===== src/design/slrg_pkg.sv =====
// constants, state type and modular subtract for the subtractive lagged generator
package slrg_pkg;

	localparam int unsigned VALUE_W = 30;
	localparam int unsigned SEED_W  = 28;
	localparam int unsigned IDX_W   = 6;
	localparam int unsigned LEN     = 55;
	localparam int unsigned STRIDE  = 21;
	localparam int unsigned LAG_OFS = 31;
	localparam int unsigned PASSES  = 4;

	localparam logic [VALUE_W-1:0] MODULUS = VALUE_W'(1000000000);
	localparam logic [SEED_W-1:0]  GOLD    = SEED_W'(161803398);

	typedef enum logic [2:0] {
		ST_IDLE,
		ST_FILL,
		ST_MIX_RD,
		ST_MIX_WR,
		ST_DRAW_RD,
		ST_DRAW_WR
	} slrg_state_t;

	// a - b modulo 10^9, both operands already below 10^9
	function automatic logic [VALUE_W-1:0] mod_sub(input logic [VALUE_W-1:0] a,
			input logic [VALUE_W-1:0] b);
		logic [VALUE_W:0] d;
		begin
			d = {1'b0, a} - {1'b0, b};
			if (d[VALUE_W]) begin
				d = d + {1'b0, MODULUS};
			end
			mod_sub = d[VALUE_W-1:0];
		end
	endfunction

endpackage


===== src/design/subtractive_lagged_random_generator_top.sv =====
// subtractive lagged random generator: 55-word table in a memory, sequencer and draw path
// a plain draw reads its table pair in ST_DRAW_RD, then writes back and registers the result
// in ST_DRAW_WR, which waits for a free output; requests are taken only in idle
// a fresh start fills the table, then mixes it (4 passes x 55 read/write pairs)
// reset zeroes the seed and seeded flag, presets the indices; table rebuilt on first request
// the first request after reset always performs a fresh start
module subtractive_lagged_random_generator_top (
	input  logic        clk,
	input  logic        arst_n,
	input  logic        cfg_valid,
	output logic        cfg_ready,
	input  logic [27:0] cfg_data,       // seed
	input  logic        s_axis_tvalid,
	output logic        s_axis_tready,
	input  logic [7:0]  s_axis_tdata,   // [0] reseed, [7:1] zero
	output logic        m_axis_tvalid,
	input  logic        m_axis_tready,
	output logic [31:0] m_axis_tdata    // [29:0] value, [31:30] zero
);
	import slrg_pkg::*;

	localparam logic [IDX_W-1:0] LAST_IDX = IDX_W'(LEN - 1);

	// table memory and its two read ports
	logic [VALUE_W-1:0] mem [LEN];
	logic [VALUE_W-1:0] rd_a_q, rd_b_q;
	logic [IDX_W-1:0]   rd_a_addr, rd_b_addr;
	logic               wr_en;
	logic [IDX_W-1:0]   wr_addr;
	logic [VALUE_W-1:0] wr_data;

	slrg_state_t state_q, state_d;

	logic [SEED_W-1:0]  seed_q;
	logic               seeded_q;
	logic [IDX_W-1:0]   first_q, second_q;
	logic [VALUE_W-1:0] cur_q, nxt_q;
	logic [IDX_W-1:0]   slot_q, cnt_q;
	logic [IDX_W-1:0]   mix_a_q, mix_b_q;
	logic [1:0]         pass_q;
	logic               out_valid_q;
	logic [VALUE_W-1:0] out_data_q;

	logic               in_beat, out_free, fresh;
	logic [SEED_W-1:0]  seed_sat;
	logic [VALUE_W-1:0] start_val, diff;
	logic [IDX_W-1:0]   first_nx, second_nx;
	logic [IDX_W:0]     slot_sum;
	logic [IDX_W-1:0]   slot_nx, mix_b_nx;

	assign cfg_ready     = 1'b1;
	assign s_axis_tready = (state_q == ST_IDLE);
	assign in_beat       = s_axis_tvalid && s_axis_tready;
	assign fresh         = s_axis_tdata[0] || !seeded_q;
	assign out_free      = !out_valid_q || m_axis_tready;

	assign m_axis_tvalid = out_valid_q;
	assign m_axis_tdata  = {2'b00, out_data_q};

	// start value from the saturated seed
	assign seed_sat  = (seed_q > GOLD) ? GOLD : seed_q;
	assign start_val = VALUE_W'(GOLD - seed_sat);

	// index stepping with wrap
	assign first_nx  = (first_q >= IDX_W'(LEN)) ? IDX_W'(1) : first_q + IDX_W'(1);
	assign second_nx = (second_q >= IDX_W'(LEN)) ? IDX_W'(1) : second_q + IDX_W'(1);
	assign slot_sum  = {1'b0, slot_q} + (IDX_W+1)'(STRIDE);
	assign slot_nx   = (slot_sum >= (IDX_W+1)'(LEN)) ? IDX_W'(slot_sum - (IDX_W+1)'(LEN))
		: slot_sum[IDX_W-1:0];
	assign mix_b_nx  = (mix_b_q == LAST_IDX) ? '0 : mix_b_q + IDX_W'(1);

	assign diff = mod_sub(rd_a_q, rd_b_q);

	// read addresses: draw pair (held while the result waits) or mixing pair
	always_comb begin
		if (state_q == ST_DRAW_RD) begin
			rd_a_addr = first_nx - IDX_W'(1);
			rd_b_addr = second_nx - IDX_W'(1);
		end else if (state_q == ST_DRAW_WR) begin
			rd_a_addr = first_q - IDX_W'(1);
			rd_b_addr = second_q - IDX_W'(1);
		end else begin
			rd_a_addr = mix_a_q;
			rd_b_addr = mix_b_q;
		end
	end

	// next state and write port
	always_comb begin
		state_d = state_q;
		wr_en   = 1'b0;
		wr_addr = '0;
		wr_data = diff;
		case (state_q)
			ST_IDLE: begin
				if (in_beat) begin
					if (fresh) begin
						wr_en   = 1'b1;
						wr_addr = LAST_IDX;
						wr_data = start_val;
						state_d = ST_FILL;
					end else begin
						state_d = ST_DRAW_RD;
					end
				end
			end
			ST_FILL: begin
				wr_en   = 1'b1;
				wr_addr = slot_q - IDX_W'(1);
				wr_data = nxt_q;
				if (cnt_q == LAST_IDX - IDX_W'(1)) begin
					state_d = ST_MIX_RD;
				end
			end
			ST_MIX_RD: begin
				state_d = ST_MIX_WR;
			end
			ST_MIX_WR: begin
				wr_en   = 1'b1;
				wr_addr = mix_a_q;
				if (mix_a_q == LAST_IDX && pass_q == 2'(PASSES - 1)) begin
					state_d = ST_DRAW_RD;
				end else begin
					state_d = ST_MIX_RD;
				end
			end
			ST_DRAW_RD: begin
				state_d = ST_DRAW_WR;
			end
			ST_DRAW_WR: begin
				if (out_free) begin
					wr_en   = 1'b1;
					wr_addr = first_q - IDX_W'(1);
					state_d = ST_IDLE;
				end
			end
			default: begin
				state_d = ST_IDLE;
			end
		endcase
	end

	// table memory
	always_ff @(posedge clk) begin
		if (wr_en) begin
			mem[wr_addr] <= wr_data;
		end
	end

	always_ff @(posedge clk) begin
		rd_a_q <= mem[rd_a_addr];
	end

	always_ff @(posedge clk) begin
		rd_b_q <= mem[rd_b_addr];
	end

	// state register
	always_ff @(posedge clk or negedge arst_n) begin
		if (!arst_n) begin
			state_q <= ST_IDLE;
		end else begin
			state_q <= state_d;
		end
	end

	// seed register
	always_ff @(posedge clk or negedge arst_n) begin
		if (!arst_n) begin
			seed_q <= '0;
		end else if (cfg_valid && cfg_ready) begin
			seed_q <= cfg_data;
		end
	end

	// indices, seeded flag and output beat
	always_ff @(posedge clk or negedge arst_n) begin
		if (!arst_n) begin
			first_q     <= '0;
			second_q    <= IDX_W'(LAG_OFS);
			seeded_q    <= 1'b0;
			out_valid_q <= 1'b0;
		end else begin
			if (out_valid_q && m_axis_tready) begin
				out_valid_q <= 1'b0;
			end
			if (state_q == ST_MIX_WR && state_d == ST_DRAW_RD) begin
				first_q  <= '0;
				second_q <= IDX_W'(LAG_OFS);
				seeded_q <= 1'b1;
			end
			if (state_q == ST_DRAW_RD) begin
				first_q  <= first_nx;
				second_q <= second_nx;
			end
			if (state_q == ST_DRAW_WR && out_free) begin
				out_valid_q <= 1'b1;
			end
		end
	end

	// fill and mixing counters
	always_ff @(posedge clk or negedge arst_n) begin
		if (!arst_n) begin
			cur_q   <= '0;
			nxt_q   <= '0;
			slot_q  <= '0;
			cnt_q   <= '0;
			mix_a_q <= '0;
			mix_b_q <= '0;
			pass_q  <= '0;
		end else begin
			case (state_q)
				ST_IDLE: begin
					cur_q   <= start_val;
					nxt_q   <= VALUE_W'(1);
					slot_q  <= IDX_W'(STRIDE);
					cnt_q   <= '0;
					mix_a_q <= '0;
					mix_b_q <= IDX_W'(LAG_OFS);
					pass_q  <= '0;
				end
				ST_FILL: begin
					nxt_q  <= mod_sub(cur_q, nxt_q);
					cur_q  <= nxt_q;
					slot_q <= slot_nx;
					cnt_q  <= cnt_q + IDX_W'(1);
				end
				ST_MIX_WR: begin
					mix_b_q <= mix_b_nx;
					if (mix_a_q == LAST_IDX) begin
						mix_a_q <= '0;
						pass_q  <= pass_q + 2'd1;
					end else begin
						mix_a_q <= mix_a_q + IDX_W'(1);
					end
				end
				default: begin
				end
			endcase
		end
	end

	// result payload
	always_ff @(posedge clk) begin
		if (state_q == ST_DRAW_WR && out_free) begin
			out_data_q <= diff;
		end
	end

endmodule

===== config.mk =====
export PLATFORM = sky130hd
export DESIGN_NAME = subtractive_lagged_random_generator_top
export DESIGN_NICKNAME = d
export VERILOG_FILES = /design/src/design/slrg_pkg.sv /design/src/design/subtractive_lagged_random_generator_top.sv
export SDC_FILE = /design/constraint.sdc
export NUM_CORES = 2
export LEC_CHECK = 0
export BUFFER_PORTS_ARGS = -buffer_cell sky130_fd_sc_hd__buf_2
export CAP_MARGIN = 20
export CORE_ASPECT_RATIO = 2
export CORE_MARGIN = 4
export CORE_UTILIZATION = 24
export DETAILED_ROUTE_END_ITERATION = 8
export MAX_ROUTING_LAYER = met4
export SLEW_MARGIN = 20
export SYNTH_ARGS = -nofsm -noshare
export SYNTH_HDL_FRONTEND = slang
export SYNTH_SLANG_ARGS = --single-unit

===== constraint.sdc =====
create_clock -name clk -period 16.95 [get_ports clk]
set_clock_uncertainty 0.15 [all_clocks]
set_input_delay 2.5425 -clock clk [delete_from_list [all_inputs] [get_ports clk]]
set_output_delay 2.5425 -clock clk [all_outputs]
set_load 0.05 [all_outputs]

* Yosys cells after proc, flatten, opt, wreduce, memory -nomap -nowiden
Memory sizes are Yosys's and may differ from the RTL's. A register that Yosys moved wholly into a read port is not among the register bits.
Index checks and enable logic that the tools add are counted.
** Cells by class
- $add $sub $neg :: 18
- Multipliers :: 0
- Div/mod/pow operators :: 0
- $lt $le $gt $ge :: 4
- Equal/unequal tests :: 11
- Shift-type cells :: 0
- Multiplexer cells :: 45
- Bitwise operators :: 0
- Reductions and logical operators :: 16
** Operators by type and width (number)
- 30-bit one-hot mux with 2 select lines :: 3
- 30-bit two-way mux :: 4
- 6-bit two-way mux :: 16
- 30-bit by 30-bit subtractor with 31-bit output :: 2
- 30-bit adder (second input constant) :: 2
- 6-bit one-hot mux with 2 select lines :: 4
- 6-bit by 1-bit adder with 6-bit output (second input constant) :: 5
- 6-bit by 1-bit subtractor with 6-bit output (second input constant) :: 5
- 28-bit by 28-bit subtractor with 29-bit output (first input constant) :: 1
- 28-bit greater-than comparator (second input constant) :: 1
- 28-bit two-way mux :: 1
- 6-bit one-hot mux with 4 select lines :: 1
- 6-bit == test (second input constant) :: 3
- 3-bit one-hot mux with 6 select lines :: 1
- 3-bit two-way mux :: 5
- 6-bit >= comparator (second input constant) :: 2
- 3-bit == test (second input constant) :: 3
- 2-bit nonzero test :: 4
- 6-bit by 5-bit adder with 7-bit output (second input constant) :: 1
- 7-bit by 6-bit >= comparator with 1-bit output (second input constant) :: 1
- 1-bit two-way mux :: 7
- 3-bit by 2-bit == test with 1-bit output (second input constant) :: 2
- 6-bit subtractor (second input constant) :: 1
- 1-bit logical AND :: 5
- other kinds (12) :: 14
** Word-level totals
- Bits in registers :: 161
- Bits in latches :: 0
- Memory bits (writable) :: 1650
- ROM bits :: 0
- Bits of input ports :: 41
- Output and inout port bits :: 35
- Logic and storage cells :: 109
- Memories :: 1
** Memories
- mem :: depth 55, bits a word 30, read ports 2, clocked after Yosys merged registers in 2, wr ports 1, RTL line subtractive_lagged_random_generator_top.sv:25 : logic [VALUE_W-1:0] mem [LEN];

* Depth between registers and ports, before layout
- Word-level depth :: 9
- Mapped depth :: 18
- Depth with buffers taken out :: 17

* Worst setup path after synthesis
No wires, ideal clock.
- Path kind :: input port to flip-flop
- Start point :: in s_axis_tdata[0]
- End point :: mem mem[0][23], data pin
- Library setup time :: 898 ps
- Arrival time :: 6663 ps
- Data required time :: 15902 ps
- Setup slack :: 9239 ps
- Stages :: 4
- Path buffers :: 1
- Cells stage by stage :: nand2b_1 > nand3_1 > clkbuf_1 > o311ai_0
** Between the ends
- Word-level cells in the longest chain between the ends :: 4
** RTL lines
- from (decl) :: RTL line subtractive_lagged_random_generator_top.sv:15 : input logic [7:0] s_axis_tdata,
- 1-bit logical OR :: RTL line subtractive_lagged_random_generator_top.sv:54 : assign fresh = s_axis_tdata[0] || !seeded_q;
- 30-bit two-way mux :: RTL line subtractive_lagged_random_generator_top.sv:97 : if (fresh) begin
- 30-bit two-way mux :: RTL line subtractive_lagged_random_generator_top.sv:96 : if (in_beat) begin
- 30-bit one-hot mux with 2 select lines :: RTL line subtractive_lagged_random_generator_top.sv:94 : case (state_q)
- via wr_data[23] :: RTL line subtractive_lagged_random_generator_top.sv:30 : logic [VALUE_W-1:0] wr_data;
- to (decl) :: RTL line subtractive_lagged_random_generator_top.sv:25
The timed path passes the listed nets, and every way through them passes these cells.

* Final worst setup path
- Start point :: reg second_q[0]
- End point :: reg rd_b_q[13] (read register of mem)
** Between the ends
- Word-level cells in the longest chain between the ends :: 4
- Elaborated cells between the ends (all ways) :: 7
- Classes of those cells :: 3 x add/sub; 1 x order compare; 3 x mux
** RTL lines
- from (decl) :: RTL line subtractive_lagged_random_generator_top.sv:36 : logic [IDX_W-1:0] first_q, second_q;
- from (signal assigned) :: RTL line subtractive_lagged_random_generator_top.sv:180 : second_q <= IDX_W'(LAG_OFS);
- from (signal assigned) :: RTL line subtractive_lagged_random_generator_top.sv:189 : second_q <= IDX_W'(LAG_OFS);
- from (signal assigned) :: RTL line subtractive_lagged_random_generator_top.sv:194 : second_q <= second_nx;
- 6-bit by 1-bit adder with 6-bit output / 6-bit >= comparator (equally long branches) :: RTL line subtractive_lagged_random_generator_top.sv:66 : assign second_nx = (second_q >= IDX_W'(LEN)) ? IDX_W'(1) : second_q + IDX_W'(1);
- 6-bit two-way mux :: RTL line subtractive_lagged_random_generator_top.sv:66
- 6-bit by 1-bit subtractor with 6-bit output :: RTL line subtractive_lagged_random_generator_top.sv:78 : rd_b_addr = second_nx - IDX_W'(1);
- 6-bit two-way mux (*) :: RTL line subtractive_lagged_random_generator_top.sv:76 : if (state_q == ST_DRAW_RD) begin
- to (decl) :: RTL line subtractive_lagged_random_generator_top.sv:26 : logic [VALUE_W-1:0] rd_a_q, rd_b_q;
Mark *: on every way between the ends. The rest lies on a longest branch, timed or not.
A chain may end at the register's enable or synchronous reset.

==> summary.txt <==
Setup path
  • Crit path from: second_q[0]$_DFFE_PN1P_
  • Startpoint Class: flop
  • Crit path DAT: about 7.4 ns
  • Type of the setup path with the least slack: flop to flop
  • Maximum cell stage delay along the critical path: around 0.83 ns
  • Critical Path Slowest Stage Cell: buf_4
  • Top fanout value on the critical path: roughly 100
  • Startpoint of the worst register-to-register path: second_q[0]$_DFFE_PN1P_
  • Critical Path, Cell by Cell: ha_1, a21oi_1, nor2_1, nor2_1, ha_1, a211oi_1, a21oi_4, buf_4, buf_4, buf_12, buf_4, mux4_2, and2_1, a211oi_1, a311o_1, a32oi_1
  • Cell seen most often among critical-path stages: buf_4
  • CP bufs+invs: 4
  • Required time worst endpoint: 17.51 ns
  • Setup crit end kind: flop
  • Kind of cell adding the most delay to the critical path: buffers and inverters

Flow run
  • Max-cap check violation count: 0

Timing
  • Worst Max-Slew Pin Slew: approximately 1.3 ns
  • Setup repair after global routing missed its margin: false
  • Min Tclk post-route: 6.81 ns
  • Peak Freq: 0.147 GHz
  • Max-slew violation total from the final report: 0
  • Final worst path period share: 40.2%
  • Total count of hold-check failures in the final report: 0
  • Relative slew margins: 15.1%
  • Total negative setup slack: 0 ns
  • Final Setup Violations: 0

Finish
  • Area grow syn2layout: 12.6%
  • Most common cell after layout, fill and taps aside: nand2_1
  • Commonest cells after routing, fill and taps aside: 2,096 x nand2_1, 1,680 x edfxtp_1, 624 x nand3_1
  • Net count reported at finish: about 7,800
  • Post-layout utilization of the core: a little over a quarter
  • Fraction of final layout cells with drive strength greater than 1: 14.3%
  • Fill cells: around 40,000

Routing
  • Remaining antenna violation count: 0
  • WL met1: just over 100,000 µm
  • Routed via count: 67,600
  • DR WL met3: 18,200 µm
  • Number of DRC markers after the initial detailed-route iteration: 5,685
  • Routed length on met2: about 170,000 µm
  • Post-DR wirelength/cell: ~24 µm
  • Post-route DRC: 0
  • Iteration count of the initial detailed-routing pass: 6
  • Max layer used: met4
  • Post-detailed-route via-to-cell ratio: 5.19
  • DRT Wirelength: 317,000 µm

Synth
  • Fraction of synthesized cell area taken by the top area cell type: 53.7%
  • Post-synthesis cell type count: ~100
  • Post-synthesis cell type with the largest combined area: edfxtp_1
  • Number of enable-type register cells in the synthesized netlist: 1,680
  • Proportion of register bits with asynchronous set or reset after synthesis: under 10%
  • Ranking of synthesized cells by area: edfxtp_1 54%, mux4_2 10%, nand2_1 8.4%
  • Count of synthesis-stage warnings from yosys: 0
  • Area of the mapped netlist: 93,900 µm²
  • Flop and latch count out of synthesis: 1,871
  • Synth Instances: around 7,900
  • Proportion of synthesized chip area in sequential cells: a little under 60%
  • Post-synth top flop: edfxtp_1
  • Synthesized area per cell: 11.9 µm²

Placed design
  • Port buffer count: between 60 and 70
  • Final GP Congestion: between 0.9 and 1
  • Detailed placer's ending HPWL: 197,000 µm

Clock tree
  • Clock tree root buffer cell: clkbuf_16
  • Longest Clk Path Bufs: 4
  • Clock insertion delay at the later pin of the skew report: 0.86 ns
  • Count of instances resized after the clock tree is built: 0
  • Number of levels the H-tree was split into: 4
  • Post-CTS clock slew at the launch and capture registers of the worst setup and hold paths: roughly 0.08 ns
  • TritonCTS clock tree: built
  • Cts-stage hold buffer count: 0
  • Setup fix buffers added after clock tree synthesis: 0
  • Number of buffers inserted during clock tree synthesis: 158
  • Number of sinks handled by clock tree synthesis: 1,871

Floorplanning
  • Vertical die dimension: 892 µm
  • Die area: 402,000 µm²
  • Top-level port count: 76
  • Core Footprint: a little under 400,000 µm²
  • Num rows: 324
  • Die extent in x: between 400 and 500 µm
  • Initial standard-cell utilization of the core: 24.1%

GRT
  • Global-route usage over all layers: 15.6%
  • First-pass GRT wire length: approximately 460,000 µm
  • Initial antenna violation count: 1
  • Leftover overflow at the end of global routing: 0
  • Via count of the first global-routing pass: 68,300
  • Pin count of the biggest net entering global routing: 159

Pwr
  • Leakage power figure: around 35 nW
  • Ratio of total power to cell area: 161 nW/µm²
  • Worst VDD drop: 147 µV

Run status
  • Run status: completed

Hold path
  • Worst min path class: flop to flop
  • Worst hold start: seeded_q$_DFFE_PN0P_
[per-stage QoR]
| stage | worst slack (ns) | hold WS (ns) | area (µm²) | power, mW | instances |
|---|---|---|---|---|---|
| floorplan | 9.24 | 0.291 | 93900 | 10.9 | 7907 |
| global placement | 10.10 | 0.312 | 101000 | 13.3 | 12700 |
| detailed placement | 10.09 | 0.313 | 101000 | 13.4 | 12700 |
| CTS | 10.26 | 0.331 | 106000 | 17.1 | 13000 |
| global route | 9.83 | 0.371 | 106000 | 17.7 | 13000 |
| finish | 10.14 | 0.333 | 106000 | 17.0 | 13000 |
[power breakdown]
group / switching (mW) / leakage, nW / internal, mW / total [mW]
registers: 0.339 / 17.3 / 6.86 / 7.20
logic: 4.35 / 15.0 / 1.76 / 6.11
clock network: 1.74 / 2.47 / 2.00 / 3.74
total: 6.43 / 34.8 / 10.6 / 17.0
[flip-flops by register name, indices dropped and copies added, names as in the netlist]
signal,cells
mix_a_q,6
slot_q,6
mem,1650
cur_q,30
first_q,6
m_axis_tvalid,1
out_data_q,30
seeded_q,1
seed_q,28
nxt_q,30
cnt_q,6
rd_b_q,30
rd_a_q,30
state_q,3
second_q,6
mix_b_q,6
pass_q,2
[cell families after synthesis]
kind of cell	after synthesis	share of synthesized area [%]
mux	461	10.6
xor+xnor	111	1.07
simple gates	3392	15.6
fa+ha+maj	84	1.14
compound gates	1257	9.99
other cells	2	0.00800
buf+inv	728	3.16
flops	1871	58.5
[synthesized netlist by cell type (60+ instances only)]
master    number
nand2_1     2101
edfxtp_1    1680
nand3_1      625
clkbuf_1     467
mux4_2       420
a311oi_1     299
nor2_1       258
and3_1       163
a21oi_1      159
a31oi_1      146
dfrtp_1      126
o21ai_0      124
inv_1        107
ha_1          82
buf_2         79
xnor2_1       65
a211o_1       64
dfxtp_1       60
[final timing paths]
check	end	slack [ns]	cells past startpoint
max	rd_b_q[13]$_DFF_P_	10.14	16
min	seeded_q$_DFFE_PN0P_	0.33	1
max reg2reg	rd_b_q[13]$_DFF_P_	10.14	16
max in group asynchronous	nxt_q[13]$_DFFE_PN0N_	13.65	2
min reg2reg	seeded_q$_DFFE_PN0P_	0.33	1
min in group asynchronous	second_q[5]$_DFFE_PN0P_	1.56	1
[routing by layer]
| layer | GRT usage [%] | vias to the layer above |
|---|---|---|
| met1 | 15.1 | 34100 |
| met2 | 28.2 | 3074 |
| met5 | - | - |
| met3 | 1.56 | 1048 |
| li1 | - | 29300 |
| met4 | 12.5 | 0 |
[cell type report]
class                           instances  area (µm²)  area share [%]
Tap cell                             5216        6530            6.17
Timing Repair Buffer                  243        1880            1.78
Inverter                              108         405           0.384
Clock inverter                         72         693           0.656
Antenna cell                            1        2.50         0.00237
Clock buffer                          204        4360            4.13
Sequential cell                      1871       54900            52.0
Multi-Input combinational cell       5308       36900            34.9
[worst register-to-register path, cell delays in order, from the launching register on]
cell and delay, ns:
dfstp_2 0.62, ha_1 0.34, a21oi_1 0.15, nor2_1 0.43
nor2_1 0.16, ha_1 0.31, a211oi_1 0.09, a21oi_4 0.14
buf_4 0.59, buf_4 0.84, buf_12 0.62, buf_4 0.85
mux4_2 0.48, and2_1 0.16, a211oi_1 0.31, a311o_1 0.31
a32oi_1 0.13
No activity file was read; power rests on OpenSTA's default activity.
